### src/hdl/swrx_crc8_pkg.sv
// Shared constants and CRC-8 step functions for the stop-and-wait receiver.
// No dependencies; imported by the receiver top level and the testbench.
package swrx_crc8_pkg;

   // Generator low byte after reset (x^8 + x^2 + x + 1)
   localparam logic [7:0] PolyReset    = 8'h07;
   // A frame needs one sequence bit plus eight CRC bits
   localparam logic [3:0] MinFrameBits = 4'd9;

   // One long-division step: shift the bit in below the remainder
   function automatic logic [7:0] divide_step(input logic [7:0] rem,
                                              input logic       bit_in,
                                              input logic [7:0] poly);
      logic [7:0] shifted;
      shifted = {rem[6:0], bit_in};
      return rem[7] ? (shifted ^ poly) : shifted;
   endfunction

   // One step of the augmented CRC (message times x^8 modulo the generator)
   function automatic logic [7:0] append_step(input logic [7:0] rem,
                                              input logic       bit_in,
                                              input logic [7:0] poly);
      logic [7:0] shifted;
      shifted = {rem[6:0], 1'b0};
      return (rem[7] ^ bit_in) ? (shifted ^ poly) : shifted;
   endfunction

endpackage

### src/hdl/stop_and_wait_receiver_crc8.sv
// Stop-and-wait ARQ receiver: serial CRC-8 frame check and ACK/NACK reply.
// Depends on swrx_crc8_pkg for the CRC step functions and constants.
// The reply is registered and appears in the cycle after the beat carrying last_bit.
// Throughput: one bit beat per cycle while req_stall is low; the CRC step is one shift and XOR.
// Input stalls only while a reply sits in the output register and is stalled.
// Reset (synchronous, active high) clears frame state, expected sequence,
// the reply valid flag and loads the polynomial register with 0x07.
module stop_and_wait_receiver_crc8
   import swrx_crc8_pkg::*;
(
   input  logic       clock,
   input  logic       reset,
   // configuration
   input  logic       csr_wr_en,
   input  logic [7:0] csr_wr_data,
   // received bit beats
   input  logic       req_valid,
   output logic       req_stall,
   input  logic       req_data_bit,
   input  logic       req_last_bit,
   // reply beats
   output logic       rsp_valid,
   input  logic       rsp_stall,
   output logic       rsp_is_ack,
   output logic       rsp_reply_seq,
   output logic [7:0] rsp_reply_crc,
   output logic       rsp_crc_ok
);

   logic [7:0] crc_poly_ff,     crc_poly_in;
   logic [7:0] crc_rem_ff,      crc_rem_in;
   logic [8:0] recent_ff,       recent_in;
   logic [3:0] bits_seen_ff,    bits_seen_in;
   logic       expected_seq_ff, expected_seq_in;
   logic       rsp_valid_ff,    rsp_valid_in;
   logic       is_ack_ff,       is_ack_in;
   logic       reply_seq_ff,    reply_seq_in;
   logic [7:0] reply_crc_ff,    reply_crc_in;
   logic       crc_ok_ff,       crc_ok_in;

   logic       accept;
   logic       frame_end;
   logic [7:0] rem_step;
   logic [8:0] recent_step;
   logic [3:0] seen_step;
   logic       frame_ok;
   logic       take_ack;
   logic [7:0] crc_first;

   // Input stalls only when the held reply cannot leave this cycle
   assign req_stall = rsp_valid_ff & rsp_stall;
   assign accept    = req_valid & ~req_stall;
   assign frame_end = accept & req_last_bit;

   // Division and history update for the incoming bit
   always_comb begin
      rem_step    = divide_step(crc_rem_ff, req_data_bit, crc_poly_ff);
      recent_step = {recent_ff[7:0], req_data_bit};
      seen_step   = (bits_seen_ff < MinFrameBits) ? (bits_seen_ff + 4'd1) : bits_seen_ff;
      frame_ok    = (rem_step == 8'd0) && (seen_step >= MinFrameBits);
      take_ack    = frame_ok && (recent_step[8] == expected_seq_ff);
      crc_first   = append_step(8'd0, take_ack, crc_poly_ff);
   end

   // Next frame state and polynomial register; frame state cleared after the last bit
   always_comb begin
      crc_poly_in     = csr_wr_en ? csr_wr_data : crc_poly_ff;
      crc_rem_in      = crc_rem_ff;
      recent_in       = recent_ff;
      bits_seen_in    = bits_seen_ff;
      expected_seq_in = expected_seq_ff;
      if (accept) begin
         if (req_last_bit) begin
            crc_rem_in      = 8'd0;
            recent_in       = 9'd0;
            bits_seen_in    = 4'd0;
            expected_seq_in = expected_seq_ff ^ take_ack;
         end else begin
            crc_rem_in   = rem_step;
            recent_in    = recent_step;
            bits_seen_in = seen_step;
         end
      end
   end

   // Reply register
   always_comb begin
      rsp_valid_in = rsp_valid_ff & rsp_stall;
      is_ack_in    = is_ack_ff;
      reply_seq_in = reply_seq_ff;
      reply_crc_in = reply_crc_ff;
      crc_ok_in    = crc_ok_ff;
      if (frame_end) begin
         rsp_valid_in = 1'b1;
         is_ack_in    = take_ack;
         reply_seq_in = expected_seq_ff;
         reply_crc_in = append_step(crc_first, expected_seq_ff, crc_poly_ff);
         crc_ok_in    = frame_ok;
      end
   end

   // Control and frame state
   always_ff @(posedge clock) begin
      if (reset) begin
         crc_poly_ff     <= PolyReset;
         crc_rem_ff      <= 8'd0;
         recent_ff       <= 9'd0;
         bits_seen_ff    <= 4'd0;
         expected_seq_ff <= 1'b0;
         rsp_valid_ff    <= 1'b0;
      end else begin
         crc_poly_ff     <= crc_poly_in;
         crc_rem_ff      <= crc_rem_in;
         recent_ff       <= recent_in;
         bits_seen_ff    <= bits_seen_in;
         expected_seq_ff <= expected_seq_in;
         rsp_valid_ff    <= rsp_valid_in;
      end
   end

   // Reply payload
   always_ff @(posedge clock) begin
      is_ack_ff    <= is_ack_in;
      reply_seq_ff <= reply_seq_in;
      reply_crc_ff <= reply_crc_in;
      crc_ok_ff    <= crc_ok_in;
   end

   assign rsp_valid     = rsp_valid_ff;
   assign rsp_is_ack    = is_ack_ff;
   assign rsp_reply_seq = reply_seq_ff;
   assign rsp_reply_crc = reply_crc_ff;
   assign rsp_crc_ok    = crc_ok_ff;

endmodule

### config.mk
export PLATFORM = sky130hd
export DESIGN_NAME = stop_and_wait_receiver_crc8
export DESIGN_NICKNAME = d
export VERILOG_FILES = /design/src/hdl/swrx_crc8_pkg.sv /design/src/hdl/stop_and_wait_receiver_crc8.sv
export SDC_FILE = /design/constraint.sdc
export NUM_CORES = 1
export LEC_CHECK = 0
export ABC_AREA = 1
export BUFFER_PORTS_ARGS = -buffer_cell sky130_fd_sc_hd__buf_2
export CORE_ASPECT_RATIO = 0.6
export CORE_UTILIZATION = 42
export DETAILED_ROUTE_END_ITERATION = 16
export HOLD_SLACK_MARGIN = 0.05
export PLACE_DENSITY_LB_ADDON = 0.25
export SETUP_SLACK_MARGIN = 0.3
export SLEW_MARGIN = 20
export SYNTH_ARGS = -nofsm -noshare
export SYNTH_HDL_FRONTEND = slang
export SYNTH_SLANG_ARGS = --single-unit
export TNS_END_PERCENT = 100
### constraint.sdc
create_clock -name clock -period 1.77 [get_ports clock]
set_input_delay 0.0885 -clock clock [delete_from_list [all_inputs] [get_ports clock]]
set_output_delay 0.0885 -clock clock [all_outputs]
set_load 0.01 [all_outputs]
After elaboration in Yosys (flattened, before gate mapping):

Cells that the tools add are included.

* word-level logic and storage cells: 35
* input bits: 15
* bits in registers: 41

* add/sub/neg operators: 1
* magnitude comparators: 2
* bitwise gates (word level): 8
* multiplexer cells: 8
* reduce and logical (&&, ||, !) cells: 4
* eq/ne operators: 1

Operators by type and width (number)
* 2-to-1 mux 8 bit: 5
* bitwise XOR 8 bit: 2
* logical NOT 8 bit: 1
* 2-to-1 mux 4 bit: 2
* adder 4 x 1 -> 4 bit (second input constant): 1
* >= comparator 4 bit (second input constant): 1
* < comparator 4 bit (second input constant): 1
* AND 1 bit: 3
* logical AND 1 bit: 2
* AND reduction 2 bit: 1
* bitwise XOR 1 bit: 2
* equality test 1 bit: 1
* 2-to-1 mux 1 bit: 1
* NOT 1 bit: 1

Depth between registers and ports, before layout:

* depth after elaboration: 8
* gate-level depth with buffers: 15
* gate-level depth less buffers: 14

Worst setup path before layout:

OpenSTA, ideal clock, no wires.

* path kind: register to register
* start: reg bits_seen_ff[0]
* end: reg reply_crc_ff[1] (netlist: rsp_reply_crc[1]), data pin
* clock period less this slack: 1772 ps
* cell stages (with the launch flop): 13
* buffers on the path: 0
* required time: 1517 ps
* arrival time: 1519 ps
* path slack: -2 ps
* cells stage by stage: dfxtp_1 > inv_1 > ha_1 > nand2_1 > nand2_1 > nand2_1 > nand2_1 > nand3_1 > nand4_1 > nand3_4 > nand2_4 > nand2_1 > nand2_1

* longest elaborated chain between the ends: 8

Ends and longest elaborated chain
* start, declared: RTL line stop_and_wait_receiver_crc8.sv:33 `logic [3:0] bits_seen_ff, bits_seen_in;`
* start signal, assigned: RTL line stop_and_wait_receiver_crc8.sv:115 `bits_seen_ff <= bits_seen_in;`
* adder 4 x 1 -> 4 bit or < comparator 4 bit (tied branches): RTL line stop_and_wait_receiver_crc8.sv:59 `seen_step = (bits_seen_ff < MinFrameBits) ? (bits_seen_ff + 4'd1) : bits_seen_ff;`
* 2-to-1 mux 4 bit (*): RTL line stop_and_wait_receiver_crc8.sv:59
* >= comparator 4 bit (*): RTL line stop_and_wait_receiver_crc8.sv:60 `frame_ok = (rem_step == 8'd0) && (seen_step >= MinFrameBits);`
* logical AND 1 bit (*): RTL line stop_and_wait_receiver_crc8.sv:60
* logical AND 1 bit (*): RTL line stop_and_wait_receiver_crc8.sv:61 `take_ack = frame_ok && (recent_step[8] == expected_seq_ff);`
* 2-to-1 mux 8 bit (*): RTL line swrx_crc8_pkg.sv:25 `return (rem[7] ^ bit_in) ? (shifted ^ poly) : shifted;`
* bitwise XOR 8 bit or bitwise XOR 1 bit (tied branches): RTL line swrx_crc8_pkg.sv:25
* 2-to-1 mux 8 bit (*): RTL line swrx_crc8_pkg.sv:25
* end signal, assigned: RTL line stop_and_wait_receiver_crc8.sv:125 `reply_crc_ff <= reply_crc_in;`
* end, declared: RTL line stop_and_wait_receiver_crc8.sv:38 `logic [7:0] reply_crc_ff, reply_crc_in;`

Mark *: on every way between the ends. The rest lies on a longest branch, timed or not.
A chain may end at the register's enable or synchronous reset.

Worst setup path in the final report:

Ends and elaborated chain as after synthesis.

==> key figures <==
Yosys
  • Synthesis Warnings: 0
  • Syn_area_per_cell: 7.21 sq um
  • Yosys cell types: 26
  • Main combinational cell family by area after synthesis: simple AND/OR/NAND/NOR gates
  • Cell Area, Synth: 2140 sq um
  • Synth Area in XOR/XNOR: 0.818%
  • Post-Synth Simple-Gate Area: 35.4%
  • Mux share of post-synthesis cell area: 0%
  • Synth Net Count: 314
  • Synth Area in Adders: 1.17%
  • Synth Area in Compound Gates: 9.70%
  • Gate Count Post-Synth: 297
  • Sequential fraction of the synthesis area: 43.5%
  • #FFs+latches synth: 41

Final layout
  • Fin util: 61.0%
  • Non-Filler Instances: 432
  • Filler cells: 426
  • Most common cell after layout, fill and taps aside: nand2_1
  • Fraction of layout cells with a size suffix above 1: 32.5%
  • Area occupied by multi-input gates: 1120 sq um
  • FF+latch area: 943 sq um
  • # diodes: 0
  • Area grow syn2layout: 34.6%
  • Most frequent cells in the layout: nand2_1 (83), inv_1 (33), buf_4 (33)
  • Final nets: 385

Floorplanning
  • Die Y: 57.3 um
  • Chip Width: 94.2 um
  • Die footprint: 5400 sq um
  • Starting density of the core: 45.3%
  • CORE AREA: 4730 sq um
  • # IOs: 28
  • Cell Rows: 19

Drt
  • Drt wl/cell: 12.8 um
  • DRC viols: 0
  • Post-route antenna net violation count: 0
  • Total number of vias: 2158
  • Final wirelength: 5540 um
  • Vias/cell: 5.00
  • DR pass1 iterations: 4
  • Starting DRT DRC Count: 116

Pwr
  • Max IR drop VDD: 0.000422 V
  • Pwr dens: 648 nW/um^2
  • Lkg Pwr: 1.32 nW

Worst setup path
  • Reg2Reg Setup Slack: -0.09 ns
  • CP Max Fanout: 6
  • Critical Path Source Type: flip-flop
  • Reg-to-Reg Start: bits_seen_ff[0]$_SDFFE_PP0P_
  • Crit path DAT: 1.93 ns
  • Worst r2r path cells: 12
  • Critical path endpoint category: flip-flop
  • WP data required: 1.83 ns
  • Crit path kind: reg2reg
  • Worst r2r dst: rsp_reply_crc[1]$_DFFE_PP_

Worst hold path
  • Worst Hold Class: in2reg
  • Worst hold start: csr_wr_data[3]
  • Hold endpoint: crc_poly_ff[3]$_SDFFE_PP0P_
  • Hold path depth: 3

Flow run
  • MaxCap Viol Count: 0

Clocking
  • Cts bufs inserted: 5
  • Clock Latency Late Sink: 0.30 ns
  • H-tree Lvls: 2
  • Clock Sinks: 41
  • CTS tree: yes
  • Clock buffer depth: 2
  • Clock Tree Root: clkbuf_8
  • Clock Pin Slew Worst Setup and Hold Paths: 0.08 ns

Placed design
  • Port Buf Inserts: 27
  • Gpl congestion: 0.869
  • Setup slack at placement: -0.201 ns
  • Dpl hpwl: 3790 um
  • Placed insts: 405

STA
  • Worst-margin pin slew: 0.492 ns
  • Minimum clock period after layout: 1.86 ns
  • Max_slew headroom: 67.2%
  • Final Hold Violating Endpoints: 0
  • RSZ-0062 raised after global routing: true
  • Fmax: 0.536 GHz
  • Min Hold Slack: 0.0728 ns
  • Final WS setup: -0.0949 ns
  • Layout Skew: 0.0143 ns
  • Final setup vio count: 7
  • Slew Limit Fails: 0
  • Fin crit share: 105%

Global routing
  • Tot GR Track Use: 21.3%
  • First-pass GRT wire length: 8760 um
  • Initial antenna violation count: 0
  • Total gr overflow: 0
  • Vias in the first global route: 1843
  • Pin count of the biggest net entering global routing: 25

Outcome
  • Status: finished, violations left
  • Failing checks: negative setup slack
-- Yosys cell counts --
cell,number,share of area [%]
nor2_4,2,1.1
buf_8,1,0.70
nand2_1,98,17
a211oi_1,1,0.35
ha_1,2,1.2
nand3_2,2,0.93
clkbuf_1,6,1.1
nor2_2,2,0.58
nand2_2,4,1.2
o21bai_1,1,0.35
a21oi_1,27,6.3
buf_6,1,0.53
nand4_1,13,3.8
inv_1,39,6.8
or2_2,1,0.29
dfxtp_1,30,28
nand3_4,1,0.82
xor2_1,2,0.82
nand2_4,1,0.53
nand3_1,14,3.3
nor2_1,19,3.3
nand3b_1,7,2.5
edfxtp_1,11,15
buf_4,1,0.35
a22oi_1,1,0.35
o21ai_0,10,2.3
-- metal layers --
metal / track usage, % / wire (um)
met1: 32.3 / 2700
met2: 29.7 / 2320
met3: 5.60 / 465
met4: 5.49 / 48
met5: 0 / 0
-- stage by stage --
step                      instance area (sq um)  setup TNS [ns]  total power [mW]
after floorplan                            2150               0              1.16
after global placement                     2510          -0.973              1.25
after detailed placement                   2510           -1.42              1.25
after CTS                                  2780          -0.296              1.86
after global routing                       2880           -1.61              1.95
final                                      2880          -0.524              1.87
-- logic make-up (layout without fill, tap and decap cells) --
| family | after synthesis | count (layout) |
|---|---|---|
| compound gates | 40 | 40 |
| fa+ha+maj | 2 | 2 |
| xor+xnor | 2 | 2 |
| flops | 41 | 41 |
| buf+inv | 48 | 119 |
| simple gates | 164 | 165 |
-- critical path, stage by stage (launching register included) --
cell     delay, ns
dfxtp_4       0.37
inv_2         0.05
ha_4          0.15
nand2_2       0.10
nand2_4       0.08
nand2_2       0.09
nand2_2       0.06
nand3_2       0.09
nand4_1       0.21
nand3_4       0.20
nand2_4       0.10
nand2_1       0.08
nand2_1       0.04
-- how the worst max path moves through the flow --
stage                                 startpoint                         end  slack (ns)  depth (start not counted)
finish              bits_seen_ff[0]$_SDFFE_PP0P_  rsp_reply_crc[1]$_DFFE_PP_       -0.09                         12
global placement      crc_rem_ff[7]$_SDFFE_PP0P_  rsp_reply_crc[6]$_DFFE_PP_       -0.14                         11
CTS                   crc_rem_ff[7]$_SDFFE_PP0P_  rsp_reply_crc[1]$_DFFE_PP_       -0.05                         13
floorplan             crc_rem_ff[7]$_SDFFE_PP0P_  rsp_reply_crc[7]$_DFFE_PP_        0.10                         11
global route          crc_rem_ff[7]$_SDFFE_PP0P_  rsp_reply_crc[1]$_DFFE_PP_       -0.22                         12
detailed placement    crc_rem_ff[7]$_SDFFE_PP0P_  rsp_reply_crc[7]$_DFFE_PP_       -0.20                         10
-- state kept, by name, indices dropped and copies added (netlist names) --
register	flops
expected_seq_ff	1
rsp_crc_ok	1
crc_rem_ff	8
crc_poly_ff	8
rsp_is_ack	1
rsp_reply_seq	1
recent_ff	8
bits_seen_ff	4
rsp_valid	1
rsp_reply_crc	8
-- layout make-up --
type	instances	share of cell area (%)
multi-input cells	209	38.9
flip-flops and latches	41	32.7
repair buffers	72	17.8
inverters	39	5.08
well taps	63	2.73
clock buffers	7	2.65
clock inverters	1	0.174
-- power by group --
part           total, mW  switching (mW)  internal (mW)
registers           1.01          0.0224          0.991
logic              0.258           0.156          0.102
clock network      0.598           0.321          0.277
-- repair_timing --
| action | CTS | global route |
|---|---|---|
| hold buffers | 4 | 0 |
| cloned | 1 | 0 |
| setup buffers | 11 | 3 |
| pin swaps | 6 | 11 |
| endpoints found under the hold margin | 4 | 0 |
| gates resized for setup | 21 | 23 |
| setup endpoints to repair | 11 | 13 |
No activity file was read; power rests on OpenSTA's default activity.
